## src/rtl/bfa_pkg.sv

```systemverilog
// Package: widths, constants and request/result types for the best-fit allocator.
package bfa_pkg;
  localparam int MaxSlots   = 64;
  localparam int OffsetBits = 20;
  localparam int SizeBits   = OffsetBits + 1;
  localparam int IdxBits    = $clog2(MaxSlots);
  localparam int CntBits    = $clog2(MaxSlots + 1);
  localparam int AlignMax   = 12;

  localparam logic [1:0] StatusOk   = 2'd0;
  localparam logic [1:0] StatusFit  = 2'd1;
  localparam logic [1:0] StatusFull = 2'd2;

  localparam logic CmdAlloc = 1'b0;
  localparam logic CmdFree  = 1'b1;

  typedef struct packed {
    logic        command;
    logic [20:0] request_size;
    logic [3:0]  align_log2;
    logic [19:0] free_offset;
  } bfa_req_t;

  typedef struct packed {
    logic [1:0]  status;
    logic [19:0] alloc_offset;
    logic [20:0] free_bytes;
  } bfa_res_t;
endpackage

```

## src/rtl/best_fit_allocator.sv

```systemverilog
// Top level: best-fit slot allocator with a sequenced table scan.
// An alignment gap that needs a new slot adds one more write; when the last entry is moved
// into a vacated position, it is first read back and then written there. busy is high until
// the done strobe; one entry is read per cycle through the single read port. Next request is
// taken at the strobe's end. Reset (or a write of cfg_data) sets one whole-arena slot, none
// for a zero arena; the receiver cannot stall.
module best_fit_allocator import bfa_pkg::*; (
  input  logic         clk,
  input  logic         rst,
  input  logic         cfg_we,
  input  logic [20:0]  cfg_data,
  input  logic         start,
  input  bfa_req_t     req,
  output logic         busy,
  output logic         done,
  output bfa_res_t     res
);
  typedef enum logic [2:0] {S_IDLE, S_SCAN, S_LAST, S_DECIDE, S_MOVE, S_WRITE} state_t;
  state_t state;

  logic [OffsetBits-1:0] mem_start [MaxSlots];
  logic [SizeBits-1:0]   mem_len   [MaxSlots];
  logic [OffsetBits-1:0] rd_start;
  logic [SizeBits-1:0]   rd_len;
  logic [IdxBits-1:0]    rd_addr;
  logic                  we;
  logic [IdxBits-1:0]    wr_addr;
  logic [OffsetBits-1:0] wr_start;
  logic [SizeBits-1:0]   wr_len;

  logic [SizeBits-1:0]   arena;
  logic [CntBits-1:0]    slot_count;
  logic [SizeBits-1:0]   free_total;

  bfa_req_t              r;
  logic [SizeBits-1:0]   align;
  logic [SizeBits:0]     need;
  logic [CntBits-1:0]    idx;        // entries issued
  logic [CntBits-1:0]    seen;       // entries compared
  logic                  found, has_prev, has_next, overlap;
  logic [IdxBits-1:0]    best, prev, nxt;
  logic [OffsetBits-1:0] best_s, prev_s, nxt_s;
  logic [SizeBits-1:0]   best_l, nxt_l;
  // pending second write (move last entry / add gap slot)
  logic [1:0]            phase;
  logic [IdxBits-1:0]    w2_addr;
  logic [OffsetBits-1:0] w2_start;
  logic [SizeBits-1:0]   w2_len;

  always_ff @(posedge clk) begin
    if (we) begin
      mem_start[wr_addr] <= wr_start;
      mem_len[wr_addr]   <= wr_len;
    end
    rd_start <= mem_start[rd_addr];
    rd_len   <= mem_len[rd_addr];
  end

  logic [SizeBits:0] e_rd, end_f;
  logic [3:0] lg;
  always_comb begin
    e_rd  = {1'b0, rd_start} + (SizeBits+1)'(rd_len);
    end_f = (SizeBits+1)'(r.free_offset) + (SizeBits+1)'(r.request_size);
    lg    = (req.align_log2 > 4'(AlignMax)) ? 4'(AlignMax) : req.align_log2;
  end

  // decide values
  logic [SizeBits:0]   st, en, e0;
  logic [SizeBits-1:0] amask;
  always_comb begin
    amask = align - 1'b1;
    e0 = {1'b0, best_s} + (SizeBits+1)'(best_l);
    st = ({1'b0, best_s} + (SizeBits+1)'(amask)) & ~(SizeBits+1)'(amask);
    en = st + (SizeBits+1)'(r.request_size);
  end

  logic [SizeBits:0] cap_data;
  always_comb cap_data = (cfg_data > 21'(1 << OffsetBits)) ? 22'(1 << OffsetBits)
                                                           : {1'b0, cfg_data};

  always_comb begin
    rd_addr = idx[IdxBits-1:0];
    if (state == S_MOVE) rd_addr = IdxBits'(slot_count);
  end

  always_ff @(posedge clk) begin
    we   <= 1'b0;
    done <= 1'b0;
    if (rst) begin
      state      <= S_IDLE;
      busy       <= 1'b0;
      arena      <= SizeBits'(1 << OffsetBits);
      slot_count <= CntBits'(1);
      free_total <= SizeBits'(1 << OffsetBits);
      we         <= 1'b1;
      wr_addr    <= '0;
      wr_start   <= '0;
      wr_len     <= SizeBits'(1 << OffsetBits);
    end else if (cfg_we) begin
      arena      <= cap_data[SizeBits-1:0];
      slot_count <= (cap_data != 0) ? CntBits'(1) : '0;
      free_total <= cap_data[SizeBits-1:0];
      we         <= 1'b1;
      wr_addr    <= '0;
      wr_start   <= '0;
      wr_len     <= cap_data[SizeBits-1:0];
    end else begin
      unique case (state)
        S_IDLE: if (start) begin
          r        <= req;
          align    <= SizeBits'(1) << lg;
          need     <= (SizeBits+1)'(req.request_size) + ((SizeBits+1)'(1) << lg) - 1'b1;
          idx      <= '0;
          seen     <= '0;
          found    <= 1'b0;
          has_prev <= 1'b0;
          has_next <= 1'b0;
          overlap  <= 1'b0;
          phase    <= '0;
          busy     <= 1'b1;
          state    <= S_SCAN;
        end
        S_SCAN, S_LAST: begin
          if (idx < slot_count) idx <= idx + 1'b1;
          if (state == S_LAST) begin
            // compare entry read last cycle
            if (seen < slot_count) begin
              if (r.command == CmdAlloc) begin
                if ({1'b0, rd_len} >= need && (!found || rd_len < best_l ||
                    (rd_len == best_l && rd_start < best_s))) begin
                  found <= 1'b1; best <= seen[IdxBits-1:0];
                  best_s <= rd_start; best_l <= rd_len;
                end
              end else begin
                if ({1'b0, rd_start} < end_f && e_rd > (SizeBits+1)'(r.free_offset))
                  overlap <= 1'b1;
                if ({1'b0, rd_start} == end_f) begin
                  has_next <= 1'b1; nxt <= seen[IdxBits-1:0];
                  nxt_s <= rd_start; nxt_l <= rd_len;
                end else if (e_rd == (SizeBits+1)'(r.free_offset)) begin
                  has_prev <= 1'b1; prev <= seen[IdxBits-1:0]; prev_s <= rd_start;
                end
              end
              seen <= seen + 1'b1;
            end else state <= S_DECIDE;
          end else state <= S_LAST;
        end
        S_DECIDE: begin
          res.alloc_offset <= '0;
          res.free_bytes <= free_total;
          state <= S_IDLE;
          busy  <= 1'b0;
          done  <= 1'b1;
          res.status <= StatusOk;
          if (r.command == CmdAlloc) begin
            if (!found) res.status <= StatusFit;
            else if (en == e0) begin
              res.alloc_offset <= st[OffsetBits-1:0];
              free_total <= free_total - r.request_size;
              res.free_bytes <= free_total - r.request_size;
              if (st > {1'b0, best_s}) begin
                we <= 1'b1; wr_addr <= best; wr_start <= best_s;
                wr_len <= SizeBits'(st - {1'b0, best_s});
              end else begin
                slot_count <= slot_count - 1'b1;
                if (CntBits'(best) != slot_count - 1'b1) begin
                  w2_addr <= best;
                  done <= 1'b0; busy <= 1'b1; state <= S_MOVE;
                end
              end
            end else if (st > {1'b0, best_s} && slot_count >= CntBits'(MaxSlots)) begin
              res.status <= StatusFull;
            end else begin
              res.alloc_offset <= st[OffsetBits-1:0];
              free_total <= free_total - r.request_size;
              res.free_bytes <= free_total - r.request_size;
              we <= 1'b1; wr_addr <= best; wr_start <= en[OffsetBits-1:0];
              wr_len <= SizeBits'(e0 - en);
              if (st > {1'b0, best_s}) begin
                w2_addr <= IdxBits'(slot_count);
                w2_start <= best_s; w2_len <= SizeBits'(st - {1'b0, best_s});
                slot_count <= slot_count + 1'b1;
                done <= 1'b0; busy <= 1'b1; state <= S_WRITE;
              end
            end
          end else if (r.request_size != 0) begin
            if (end_f > (SizeBits+1)'(arena) || overlap) res.status <= StatusFit;
            else if (has_prev && has_next) begin
              free_total <= free_total + r.request_size;
              res.free_bytes <= free_total + r.request_size;
              we <= 1'b1; wr_addr <= prev; wr_start <= prev_s;
              wr_len <= SizeBits'({1'b0, nxt_s} + (SizeBits+1)'(nxt_l)
                                  - {1'b0, prev_s});
              slot_count <= slot_count - 1'b1;
              if (CntBits'(nxt) != slot_count - 1'b1) begin
                w2_addr <= nxt;
                done <= 1'b0; busy <= 1'b1; state <= S_MOVE;
              end
            end else if (has_prev) begin
              free_total <= free_total + r.request_size;
              res.free_bytes <= free_total + r.request_size;
              we <= 1'b1; wr_addr <= prev; wr_start <= prev_s;
              wr_len <= SizeBits'(end_f - (SizeBits+1)'(prev_s));
            end else if (has_next) begin
              free_total <= free_total + r.request_size;
              res.free_bytes <= free_total + r.request_size;
              we <= 1'b1; wr_addr <= nxt; wr_start <= r.free_offset;
              wr_len <= SizeBits'((SizeBits+1)'(nxt_l) + (SizeBits+1)'(nxt_s)
                                  - (SizeBits+1)'(r.free_offset));
            end else if (slot_count >= CntBits'(MaxSlots)) res.status <= StatusFull;
            else begin
              free_total <= free_total + r.request_size;
              res.free_bytes <= free_total + r.request_size;
              we <= 1'b1; wr_addr <= IdxBits'(slot_count);
              wr_start <= r.free_offset; wr_len <= r.request_size;
              slot_count <= slot_count + 1'b1;
            end
          end
        end
        S_MOVE: begin
          // slot_count already reduced: read of the old last entry issued here;
          // the phase count lets a merge write to that entry land before it is read
          phase <= phase + 1'b1;
          if (phase == 2'd2) begin
            w2_start <= rd_start; w2_len <= rd_len; state <= S_WRITE;
          end
        end
        S_WRITE: begin
          we <= 1'b1; wr_addr <= w2_addr; wr_start <= w2_start; wr_len <= w2_len;
          done <= 1'b1; busy <= 1'b0; state <= S_IDLE;
        end
        default: state <= S_IDLE;
      endcase
    end
  end
endmodule

```

## config.mk

```make
export PLATFORM = sky130hd
export DESIGN_NAME = best_fit_allocator
export DESIGN_NICKNAME = d
export VERILOG_FILES = /design/src/rtl/bfa_pkg.sv /design/src/rtl/best_fit_allocator.sv
export SDC_FILE = /design/constraint.sdc
export NUM_CORES = 2
export LEC_CHECK = 0
export BUFFER_PORTS_ARGS = -buffer_cell sky130_fd_sc_hd__buf_2
export CELL_PAD_IN_SITES_DETAIL_PLACEMENT = 1
export CELL_PAD_IN_SITES_GLOBAL_PLACEMENT = 2
export CORE_ASPECT_RATIO = 2
export CORE_UTILIZATION = 35
export DETAILED_ROUTE_END_ITERATION = 10
export PLACE_DENSITY = 0.65
export SYNTH_ARGS = -nofsm -noshare
export SYNTH_HDL_FRONTEND = slang
export SYNTH_SLANG_ARGS = --single-unit
export TNS_END_PERCENT = 20
```

## constraint.sdc

```tcl
create_clock -name clk -period 8.7 [get_ports clk]
set_clock_uncertainty 0.15 [all_clocks]
set_input_delay 2.61 -clock clk [delete_from_list [all_inputs] [get_ports clk]]
set_output_delay 2.61 -clock clk [all_outputs]
set_load 0.03 [all_outputs]
```

==> results.sh <==
export IMPL_cp_data_arrival_time_ns=9.05
export IMPL_routed_via_density=5.77
export IMPL_portBuffers=115
export IMPL_synth_warnings=0
export IMPL_drt_initial_drc_count=5920
export IMPL_synth_seq_area_share=0.669
export IMPL_synthArstFlopShare=0
export IMPL_critPathLaunchType="flip-flop"
export IMPL_cts_sinks=3077
export IMPL_finalCoreUtilization=0.401
export IMPL_cpMostUsedCell="a31oi_1"
export IMPL_place_inst=13700
export IMPL_ant_nets=0
export IMPL_setup_tns_ns=0
export IMPL_final_hold_violation_count=0
export IMPL_cp_end_kind="flip-flop"
export IMPL_rows=323
export IMPL_final_common_cell="edfxtp_1"
export IMPL_synth_top_flop_cell="edfxtp_1"
export IMPL_met2_usage=0.490
export IMPL_cp_slowest_cell="or4b_4"
export IMPL_hpwl_mm=360
export IMPL_tightest_slew_ns=1.62
export IMPL_holdWs_ns=0.341
export IMPL_synth_avg_cell_area_um2=15.9
export IMPL_worstPathRequired_ns=9.38
export IMPL_ir_worst_vdd_mv=0.159
export IMPL_path_max_fanout=42
export IMPL_htree_levels=5
export IMPL_critPathKind="flip-flop to flip-flop"
export IMPL_gr_usage_met3=0.0419
export IMPL_leakage_nw=54.0
export IMPL_die_h_um=884
export IMPL_cts_path_max_buffers=4
export IMPL_drc=0
export IMPL_firstDrtPassIters=6
export IMPL_cts_root_buf="clkbuf_16"
export IMPL_postSynthCellCount=8567
export IMPL_clock_latency_ns=0.93
export IMPL_grt_busiest_layer="met2"
export IMPL_synth_seq_cells=3077
export IMPL_wire_per_inst_um=36.6
export IMPL_cap_violations=1
export IMPL_cts_hold_buf=0
export IMPL_ys_types=99
export IMPL_die_w_um=443
export IMPL_achievable_frequency_mhz=119
export IMPL_area_growth_pct=13.9
export IMPL_mostFrequentLayoutCells="edfxtp_1 (2934), mux4_2 (668), nand2_1 (638)"
export IMPL_core_um2=387000
export IMPL_ios=116
export IMPL_fin_cells=14200
export IMPL_slowest_delay_ns=0.52
export IMPL_drive_above_1_share=0.195
export IMPL_run_status="finished, violations left"
export IMPL_tritoncts="done"
export IMPL_grt_usage=0.264
export IMPL_r2r_setup_slack_ns=0.32
export IMPL_setup_viol=0
export IMPL_grt_antenna_before_repair=35
export IMPL_grt_pass1_vias=88400
export IMPL_met1_usage=0.244
export IMPL_initial_utilization=0.352
export IMPL_relSlewSlack=-0.0778
export IMPL_wirelength_mm=521
export IMPL_grt_pass1_wl_mm=717
export IMPL_dieArea_um2=391000
export IMPL_grt_start_max_net_pins=102
export IMPL_clkTransAtPathRegs_ns=0.07
export IMPL_grt_overflow_total=0
export IMPL_globalplace_congestion=0.988
export IMPL_synth_area_um2=136000
export IMPL_hp_class="flip-flop to flip-flop"
export IMPL_min_period_ns=8.38
export IMPL_report_final_slew_viol_count=6
export IMPL_powerDensity_nw_per_um2=211
export IMPL_num_vias=82200
export IMPL_violations="capacitance limit, slew limit"
export IMPL_synth_edf_count=2934
export IMPL_power_total_mw=32.8
export IMPL_nets=9460
export IMPL_cts_made_buffers=286
export IMPL_post_route_period_util=0.963
==> stage by stage <==
stage,worst slack (ns),cell area (um2)
final,0.324,155000
after global routing,-0.0364,155000
after CTS,0.150,155000
after detailed placement,0.201,145000
after global placement,0.251,145000
after floorplan,0.664,136000
==> cells in the mapped netlist (12+ instances only) <==
library cell | number | area, um2
a211oi_1 | 269 | 2020
a21boi_0 | 15 | 113
a21o_1 | 106 | 796
a21oi_1 | 383 | 1920
a221oi_1 | 12 | 105
a22oi_1 | 15 | 113
a311oi_1 | 89 | 780
a31o_2 | 13 | 114
a31oi_1 | 138 | 863
and2_1 | 186 | 1160
and3_1 | 50 | 313
buf_1 | 81 | 304
clkbuf_1 | 325 | 1220
dfxtp_1 | 143 | 2860
edfxtp_1 | 2934 | 88100
fa_1 | 13 | 260
ha_1 | 433 | 5420
inv_1 | 348 | 1310
mux2i_1 | 29 | 290
mux4_2 | 668 | 15000
nand2_1 | 638 | 2390
nand2b_1 | 39 | 244
nand3_1 | 80 | 400
nand4_1 | 37 | 231
nor2_1 | 372 | 1400
nor2b_1 | 57 | 357
nor3_1 | 73 | 365
nor4_1 | 26 | 163
o2111ai_1 | 14 | 123
o211ai_1 | 56 | 420
o21a_1 | 61 | 458
o21ai_0 | 278 | 1390
o21bai_1 | 35 | 263
o311a_1 | 14 | 140
o31ai_1 | 19 | 143
or3_1 | 32 | 200
xnor2_1 | 186 | 1630
xor2_1 | 96 | 841
==> state kept, by name, summed over array words and instances (netlist names), 21 cells and up <==
| name | flops |
|---|---|
| arena | 21 |
| best_l | 21 |
| free_total | 21 |
| mem_len | 1344 |
| mem_start | 1280 |
| need | 22 |
| nxt_l | 21 |
| r | 42 |
| rd_len | 21 |
| res | 43 |
| w2_len | 21 |
| wr_len | 21 |
==> power breakdown <==
group          total, mW  internal, mW  switching (mW)
clock network       13.1          7.25            5.87
logic               3.17          1.08            2.09
registers           16.5          16.3           0.195
==> final timing paths <==
| path | start | end | depth (start not counted) |
|---|---|---|---|
| worst min-delay path | arena[7] | arena[7] | 2 |
| worst min register to register | arena[7] | arena[7] | 2 |
| worst max register to register | align[2] | slot_count[3] | 32 |
| worst max-delay path | align[2] | slot_count[3] | 32 |
==> per-layer routing <==
metal,vias to the layer above,wire (um)
li1,34600,-
met1,43700,161000
met2,2612,282000
met3,1305,21400
met4,12,56500
met5,-,83
==> cell type report <==
class | count | area, um2
antenna | 44 | 110
timing repair buffer | 501 | 3820
sequential | 3077 | 91000
inverter | 353 | 1330
tap | 5037 | 6300
multi-input combinational | 4724 | 42900
clock inverter | 162 | 1820
clock buffer | 346 | 7610
fill | 38200 | 232000
==> logic make-up (layout without fill, tap and decap cells) <==
logic type	Yosys count	after routing	share of synthesized area
AOI/OAI and AO/OA	1626	1626	0.0791
and+or+nand+nor	1653	1653	0.0570
muxes	706	706	0.113
xor gates and xnor gates	283	283	0.0183
buffers and inverters	770	1362	0.0214
DFF	3077	3077	0.669
other	2	50	0.0000552
adders and majority gates	450	450	0.0420
==> timing repair <==
item,CTS,global route
buffers inserted,0,2
endpoints found under the setup margin,0,150
gates resized for setup,0,18
==> worst max-delay path: cells and delay by family, from the launching register on <==
kind,cells,cell delay (ns)
adders and majority gates,3,1.08
and+or+nand+nor,16,4.65
buffers and inverters,2,0.25
DFF,1,0.45
muxes,1,0.12
xor gates and xnor gates,3,0.43
AOI/OAI and AO/OA,7,1.10
(Power assumes the default switching activity.)
